### config.mk
export PLATFORM = sky130hd
export DESIGN_NAME = haptic_pulse_pattern_player
export DESIGN_NICKNAME = d
export VERILOG_FILES = /design/src/design/hpp_pkg.sv /design/src/design/haptic_pulse_pattern_player.sv
export VERILOG_INCLUDE_DIRS = /design/src /design/src/design
export SDC_FILE = /design/constraint.sdc
export NUM_CORES = 1
export LEC_CHECK = 0
export ABC_CLOCK_PERIOD_IN_PS = 10950
export BUFFER_PORTS_ARGS = -buffer_cell sky130_fd_sc_hd__clkbuf_2
export CORE_UTILIZATION = 45
export DETAILED_ROUTE_END_ITERATION = 8
export GPL_ROUTABILITY_DRIVEN = 1
export PLACE_DENSITY_LB_ADDON = 0.05
export SYNTH_ARGS = -nofsm -noshare
export SYNTH_HDL_FRONTEND = slang
export SYNTH_SLANG_ARGS = --single-unit
export TNS_END_PERCENT = 100
### constraint.sdc
create_clock -name clk -period 10.95 [get_ports clk]
set_input_delay 1.095 -clock clk [delete_from_list [all_inputs] [get_ports clk]]
set_output_delay 1.095 -clock clk [all_outputs]
set_load 0.02 [all_outputs]
### src/design/haptic_pulse_pattern_player_macros.svh
// Assertion macros for the haptic pulse pattern player.
// Each macro expects a clock named clk and a reset named rst in scope.
`ifndef HAPTIC_PULSE_PATTERN_PLAYER_MACROS_SVH
`define HAPTIC_PULSE_PATTERN_PLAYER_MACROS_SVH

// Condition that must hold at every edge outside reset.
`define HPP_ASSERT_ALWAYS(lbl, expr) \
  lbl: assert property (@(posedge clk) disable iff (rst) (expr)) \
    else $error("hpp: invariant violated");

// Antecedent at one edge forces the consequent at the next edge.
`define HPP_ASSERT_NEXT(lbl, ante, cons) \
  lbl: assert property (@(posedge clk) disable iff (rst) (ante) |=> (cons)) \
    else $error("hpp: sequence check failed");

`endif

### src/design/hpp_pkg.sv
// Package for the haptic pulse pattern player: payload structs, register
// indexes, item kinds and pattern limits. No dependencies.
`timescale 1ns / 1ps

package hpp_pkg;

  localparam int unsigned MAX_ENTRIES = 4;
  localparam int unsigned IDX_W       = 2;   // entry index bits for MAX_ENTRIES
  localparam int unsigned CNT_W       = 3;   // entries_in_use field width
  localparam int unsigned ELAPSED_W   = 20;
  localparam int unsigned CYCLE_W     = 9;
  localparam int unsigned TPU_W       = 10;
  localparam int unsigned WORD_W      = 24;
  localparam int unsigned CFG_IDX_W   = 3;

  localparam logic [ELAPSED_W-1:0] ELAPSED_MAX = '1;
  localparam logic [TPU_W-1:0]     TPU_RESET   = 10'd100;

  // Item kinds
  localparam logic KIND_TICK  = 1'b0;
  localparam logic KIND_START = 1'b1;

  // Configuration register indexes
  localparam logic [CFG_IDX_W-1:0] REG_ENTRY_0     = 3'd0;
  localparam logic [CFG_IDX_W-1:0] REG_ENTRY_1     = 3'd1;
  localparam logic [CFG_IDX_W-1:0] REG_ENTRY_2     = 3'd2;
  localparam logic [CFG_IDX_W-1:0] REG_ENTRY_3     = 3'd3;
  localparam logic [CFG_IDX_W-1:0] REG_ENTRIES_USE = 3'd4;
  localparam logic [CFG_IDX_W-1:0] REG_TICKS_UNIT  = 3'd5;

  typedef struct packed {
    logic       kind;
    logic [7:0] cycle_count;
  } hpp_in_t;

  typedef struct packed {
    logic [7:0] drive_level;
    logic       busy_res;
    logic       finished;
  } hpp_out_t;

endpackage

### src/design/haptic_pulse_pattern_player.sv
// Haptic pulse pattern player: each input transfer loads the result
// register; throughput one item per cycle while not stalled, set by the
// state update (entry select, two 8x10 unit products, two 20-bit compares).
// Input stalls only while the result register is full and stalled.
// Synchronous active-high reset clears playback state and sets the registers
// to their defaults (entries_in_use 1, ticks_per_unit 100, entries zero).
// Depends on hpp_pkg and haptic_pulse_pattern_player_macros.svh.
`timescale 1ns / 1ps
`include "haptic_pulse_pattern_player_macros.svh"

module haptic_pulse_pattern_player
  import hpp_pkg::*;
(
  input  logic                 clk,
  input  logic                 rst,
  // item input channel
  input  logic                 in_valid,
  output logic                 in_stall,
  input  hpp_in_t              in_data,
  // result channel
  output logic                 out_valid,
  input  logic                 out_stall,
  output hpp_out_t             out_data,
  // configuration write channel
  input  logic                 cfg_valid,
  output logic                 cfg_ready,
  input  logic [CFG_IDX_W-1:0] cfg_index,
  input  logic [WORD_W-1:0]    cfg_data
);

  // ---------------------------------------------------------------------------
  // Configuration registers
  // ---------------------------------------------------------------------------
  logic [WORD_W-1:0] entry_word [MAX_ENTRIES];
  logic [CNT_W-1:0]  entries_in_use;
  logic [TPU_W-1:0]  ticks_per_unit;

  // Writes are always taken; indexes past the list are dropped.
  assign cfg_ready = 1'b1;

  always_ff @(posedge clk) begin
    if (rst) begin
      for (int i = 0; i < MAX_ENTRIES; i++) begin
        entry_word[i] <= '0;
      end
      entries_in_use <= CNT_W'(1);
      ticks_per_unit <= TPU_RESET;
    end else if (cfg_valid && cfg_ready) begin
      case (cfg_index)
        REG_ENTRY_0:     entry_word[0]  <= cfg_data;
        REG_ENTRY_1:     entry_word[1]  <= cfg_data;
        REG_ENTRY_2:     entry_word[2]  <= cfg_data;
        REG_ENTRY_3:     entry_word[3]  <= cfg_data;
        REG_ENTRIES_USE: entries_in_use <= cfg_data[CNT_W-1:0];
        REG_TICKS_UNIT:  ticks_per_unit <= cfg_data[TPU_W-1:0];
        default: ;
      endcase
    end
  end

  // ---------------------------------------------------------------------------
  // Playback state
  // ---------------------------------------------------------------------------
  logic                 playing,       playing_next;
  logic [7:0]           target_cycles, target_cycles_next;
  logic [CYCLE_W-1:0]   current_cycle, current_cycle_next;
  logic [IDX_W-1:0]     entry_index,   entry_index_next;
  logic [ELAPSED_W-1:0] elapsed_ticks, elapsed_ticks_next;
  logic [7:0]           drive_now,     drive_now_next;
  logic                 done;

  logic in_xfer;
  logic out_xfer;

  // Hold the input whenever the result register is occupied and stalled.
  assign in_stall = out_valid && out_stall;
  assign in_xfer  = in_valid && !in_stall;
  assign out_xfer = out_valid && !out_stall;

  // Pattern arithmetic for the current entry
  logic [CNT_W-1:0]     n_active;
  logic [IDX_W-1:0]     idx;
  logic [WORD_W-1:0]    word;
  logic [7:0]           dur, pause, inten, pause_eff;
  logic                 last_entry;
  logic [17:0]          on_len, off_len;
  logic [18:0]          total;
  logic [ELAPSED_W-1:0] elapsed_inc;
  logic [CNT_W-1:0]     idx_plus;

  always_comb begin
    // Clamp the entry count into 1..MAX_ENTRIES.
    if (entries_in_use == '0) begin
      n_active = CNT_W'(1);
    end else if (entries_in_use > CNT_W'(MAX_ENTRIES)) begin
      n_active = CNT_W'(MAX_ENTRIES);
    end else begin
      n_active = entries_in_use;
    end

    // Fall back to the first entry if the count shrank under the index.
    idx      = ({1'b0, entry_index} >= n_active) ? '0 : entry_index;
    idx_plus = {1'b0, idx} + CNT_W'(1);
    word     = entry_word[idx];
    dur      = word[7:0];
    pause    = word[15:8];
    inten    = word[23:16];

    // Skip the trailing pause of the final entry in the final cycle.
    last_entry = (current_cycle == {1'b0, target_cycles}) && (idx_plus == n_active);
    pause_eff  = last_entry ? 8'd0 : pause;

    on_len  = dur * ticks_per_unit;
    off_len = pause_eff * ticks_per_unit;
    total   = {1'b0, on_len} + {1'b0, off_len};

    elapsed_inc = (elapsed_ticks == ELAPSED_MAX) ? elapsed_ticks
                                                 : elapsed_ticks + ELAPSED_W'(1);
  end

  always_comb begin
    playing_next       = playing;
    target_cycles_next = target_cycles;
    current_cycle_next = current_cycle;
    entry_index_next   = entry_index;
    elapsed_ticks_next = elapsed_ticks;
    drive_now_next     = drive_now;
    done               = 1'b0;

    if (in_data.kind == KIND_START) begin
      // Start from idle restarts the pattern; while busy only retarget.
      if (!playing) begin
        playing_next       = 1'b1;
        current_cycle_next = CYCLE_W'(1);
        entry_index_next   = '0;
        elapsed_ticks_next = '0;
      end
      target_cycles_next = in_data.cycle_count;
    end else if (playing) begin
      if (current_cycle > {1'b0, target_cycles}) begin
        // Repeat count passed: stop and pulse finished, drive left as is.
        playing_next       = 1'b0;
        current_cycle_next = CYCLE_W'(1);
        done               = 1'b1;
      end else if (elapsed_inc < {1'b0, total}) begin
        entry_index_next   = idx;
        elapsed_ticks_next = elapsed_inc;
        drive_now_next     = (elapsed_inc < {2'b00, on_len}) ? inten : 8'd0;
      end else begin
        // Entry complete: drop drive and advance, wrapping into a new cycle.
        drive_now_next     = 8'd0;
        elapsed_ticks_next = '0;
        if (idx_plus >= n_active) begin
          entry_index_next   = '0;
          current_cycle_next = current_cycle + CYCLE_W'(1);
        end else begin
          entry_index_next   = idx_plus[IDX_W-1:0];
        end
      end
    end
  end

  // Advance state only on an input transfer.
  always_ff @(posedge clk) begin
    if (rst) begin
      playing       <= 1'b0;
      target_cycles <= '0;
      current_cycle <= CYCLE_W'(1);
      entry_index   <= '0;
      elapsed_ticks <= '0;
      drive_now     <= '0;
    end else if (in_xfer) begin
      playing       <= playing_next;
      target_cycles <= target_cycles_next;
      current_cycle <= current_cycle_next;
      entry_index   <= entry_index_next;
      elapsed_ticks <= elapsed_ticks_next;
      drive_now     <= drive_now_next;
    end
  end

  // ---------------------------------------------------------------------------
  // Result register
  // ---------------------------------------------------------------------------
  always_ff @(posedge clk) begin
    if (rst) begin
      out_valid <= 1'b0;
    end else if (in_xfer) begin
      out_valid <= 1'b1;
    end else if (out_xfer) begin
      out_valid <= 1'b0;
    end
  end

  always_ff @(posedge clk) begin
    if (in_xfer) begin
      out_data.drive_level <= drive_now_next;
      out_data.busy_res    <= playing_next;
      out_data.finished    <= done;
    end
  end

  // ---------------------------------------------------------------------------
  // Assertions
  // ---------------------------------------------------------------------------
  `HPP_ASSERT_ALWAYS(a_finished_not_busy, !(out_valid && out_data.finished && out_data.busy_res))
  `HPP_ASSERT_ALWAYS(a_idle_cycle_one, playing || (current_cycle == CYCLE_W'(1)))
  `HPP_ASSERT_NEXT(a_start_plays, in_xfer && (in_data.kind == KIND_START), playing && out_data.busy_res)
  `HPP_ASSERT_NEXT(a_xfer_fills_result, in_xfer, out_valid)

endmodule
==> results by group <==
Final layout
  • Nets: 1,965
  • Inserted Diodes: 0
  • Share of cells above drive strength 1: 0.1591
  • Layout Cells excl Fill: 2,132
  • Area grow syn2layout: 15.68%

Run status
  • Status: complete, no violations

Power
  • Worst IR Drop VDD: 0.1886 mV
  • Pwr dens: 185.6 nW/um2
  • Leakage: 7.602 nW

Routing
  • Average vias per placed instance: 5.351
  • 1st-pass router iterations: 7
  • Post-route ant nets: 0
  • Mean routed wirelength per cell: 17.58 um
  • DR vias: 11,410
  • Total routed wirelength: 37.48 mm
  • DRC errors left: 0
  • Initial DRC count: 609

Clock tree
  • Clock Path Buffers: 2
  • Cts bufs inserted: 17
  • Hold_buf cts: 0
  • Clock latency on the worst-skew pair: 0.44 ns
  • H-tree depth: 4
  • Sink Count: 168
  • CTS Root Cell: clkbuf_16
  • CTS tree: yes
  • Clk slew on worst S/H paths: 0.07 ns

Worst setup path
  • Largest stage delay, worst path: 0.56 ns
  • Crit-path slowest cell: or4_1
  • Setup Crit Path Kind: flop to flop
  • Worst Path Required: 11.29 ns
  • CP bufs+invs: 11
  • Crit-path leading delay family: adder cells
  • Stages on the worst setup path: 43
  • Crit path DAT: 11.03 ns
  • Path depth of the worst reg2reg path: 43
  • Max FO, Critical Path: 6
  • Crit path top cell by count: fa_1
  • Crit start category: flop
  • Crit path capture type: flop

Timing
  • Clock skew: 0.02115 ns
  • Final setup vio count: 0
  • Setup_tns: 0 ns
  • Unrepaired setup endpoints after global routing: true
  • Slew Limit Fails: 0
  • Min Tclk post-route: 10.69 ns
  • Worst slew pin tran: 1.209 ns
  • Fin. Hold Viols: 0
  • Max frequency: 93.54 MHz
  • Final Cycle Share: 0.9763
  • Relative slew slack: 0.1942

Yosys
  • Synth area leader: edfxtp_1
  • Synth cell types: 72
  • Area contributors post-synth: edfxtp_1 22%, fa_1 15%, ha_1 11%
  • Yosys warning count: 0
  • Synthesized cell area: 14,770 um2
  • Sequential fraction of the synthesis area: 0.2995
  • Most numerous cell in the Yosys netlist: inv_1
  • Asr flop ratio synth: 0
  • Average size of a mapped cell: 9.291 um2
  • Post-synth EDFFs: 106
  • Synth top cells by count: 216 x inv_1, 170 x nand2_1, 159 x and2_1, 127 x ha_1, 113 x fa_1
  • Top cell type's share of synthesized area: 0.2155
  • Gate Count Post-Synth: 1,590
  • Ys flop type: edfxtp_1
  • Register bit total from synthesis: 168
  • Syn Nets: 1,871

Floorplan
  • Die ar.: 33,560 um2
  • Ports: 54
  • Die Y: 183.2 um
  • Starting Density: 0.4622
  • Die width: 183.2 um
  • Placement Rows: 65
  • Core box area: 31,960 um2

Global routing
  • GRT overflow: 0
  • Largest net degree at the start of global routing: 47
  • First-pass GRT wire length: 59.09 mm
  • GRT Total Usage: 0.2287
  • Initial antenna violation count: 0
  • Vias in the first global route: 11,080

Placement
  • Post-DP HPWL: 27.97 mm
  • Number of buffers added on ports: 52
  • Inst Count DP: 2,082
  • Placer Congestion: 0.8527

Worst hold path
  • Hold Path Class: flop to flop
  • Worst hold stages: 2

Job
  • Max-Cap Viols: 0
-- routing by layer --
layer | vias to the layer above | wire (um) | global-route usage
met1 | 5586 | 16690 | 0.2985
met4 | 0 | 651 | 0.05900
met2 | 229 | 18560 | 0.3942
met5 | - | 0 | 0
li1 | 5564 | - | -
met3 | 29 | 1574 | 0.03574
-- area by class of cell --
type	count	area [um2]
clock buffer	21	461.7
clock inverter	11	108.9
fill	2934	14870
inverter	217	818.3
multi-input combinational	1141	9791
sequential	168	4424
tap	435	544.3
timing repair buffer	139	940.9
-- layout by cell type (no fill, tap or decap), types with 22 or more instances in the layout --
master and instances:
nand4_1 24, inv_1 215, nor3_1 22, dfxtp_1 62
nand3_1 40, fa_1 110, edfxtp_1 106, nor2_1 91
nor2b_1 23, and2_1 157, a21oi_1 42, clkbuf_2 52
ha_1 118, buf_4 82, nand2_1 167
-- worst min-delay path, stage by stage, from the launching register on --
cell     delay (ns)
dfxtp_1        0.31
nand2_1        0.05
a21oi_1        0.05
-- path summary, 6_finish.rpt --
path | start | end | slack, ns
worst min register to register | target_cycles[6] | target_cycles[6] | 0.46
worst max register to register | entries_in_use[0] | current_cycle[8] | 0.26
worst max-delay path | entries_in_use[0] | current_cycle[8] | 0.26
worst min-delay path | target_cycles[6] | target_cycles[6] | 0.46
-- cell families (layout without fill, tap and decap cells) --
family / count (synthesis) / after routing / synth area share
fa+ha+maj: 240 / 240 / 0.2607
simple gates: 608 / 608 / 0.2123
buf+inv: 283 / 388 / 0.07606
compound gates: 238 / 240 / 0.1180
other cells: 1 / 1 / 0.0002538
flops: 168 / 168 / 0.2995
xor+xnor: 35 / 35 / 0.02075
mux: 17 / 17 / 0.01245
-- registers in the layout (all words and copies together) (netlist names) --
signal / cells
entry_word: 96
playing: 1
out_valid: 1
out_data: 10
target_cycles: 8
entry_index: 2
ticks_per_unit: 10
drive_now: 8
entries_in_use: 3
current_cycle: 9
elapsed_ticks: 20
-- stage by stage --
stage               worst slack [ns]  total power, W  hold WS [ns]  utilization  area (um2)
global placement             0.03507        0.002314        0.4448       0.4973       15890
detailed placement           -0.2204        0.002335        0.4498       0.4973       15890
floorplan                    0.06906        0.001876        0.4322            -       14830
finish                        0.2596        0.003172        0.4552       0.5347       17090
global route                -0.08585        0.003448        0.4808       0.5347       17090
CTS                          0.01310        0.003027        0.4593       0.5198       16610
-- what timing repair did --
| item | CTS | global route |
|---|---|---|
| resized for setup | 22 | 63 |
| endpoints found under the setup margin | 34 | 46 |
| pin swaps | 10 | 31 |
| buffers inserted | 3 | 12 |
| gates cloned | 1 | 2 |
-- power breakdown --
group          internal, W  leakage [nW]  switching, W  total (W)
combinational     0.000851          5.79       0.00101    0.00186
sequential        0.000702          1.53     0.0000126   0.000715
clock             0.000331         0.280      0.000264   0.000596
total              0.00189          7.60       0.00129    0.00317
Note: power is estimated with default switching activity, not from simulation.
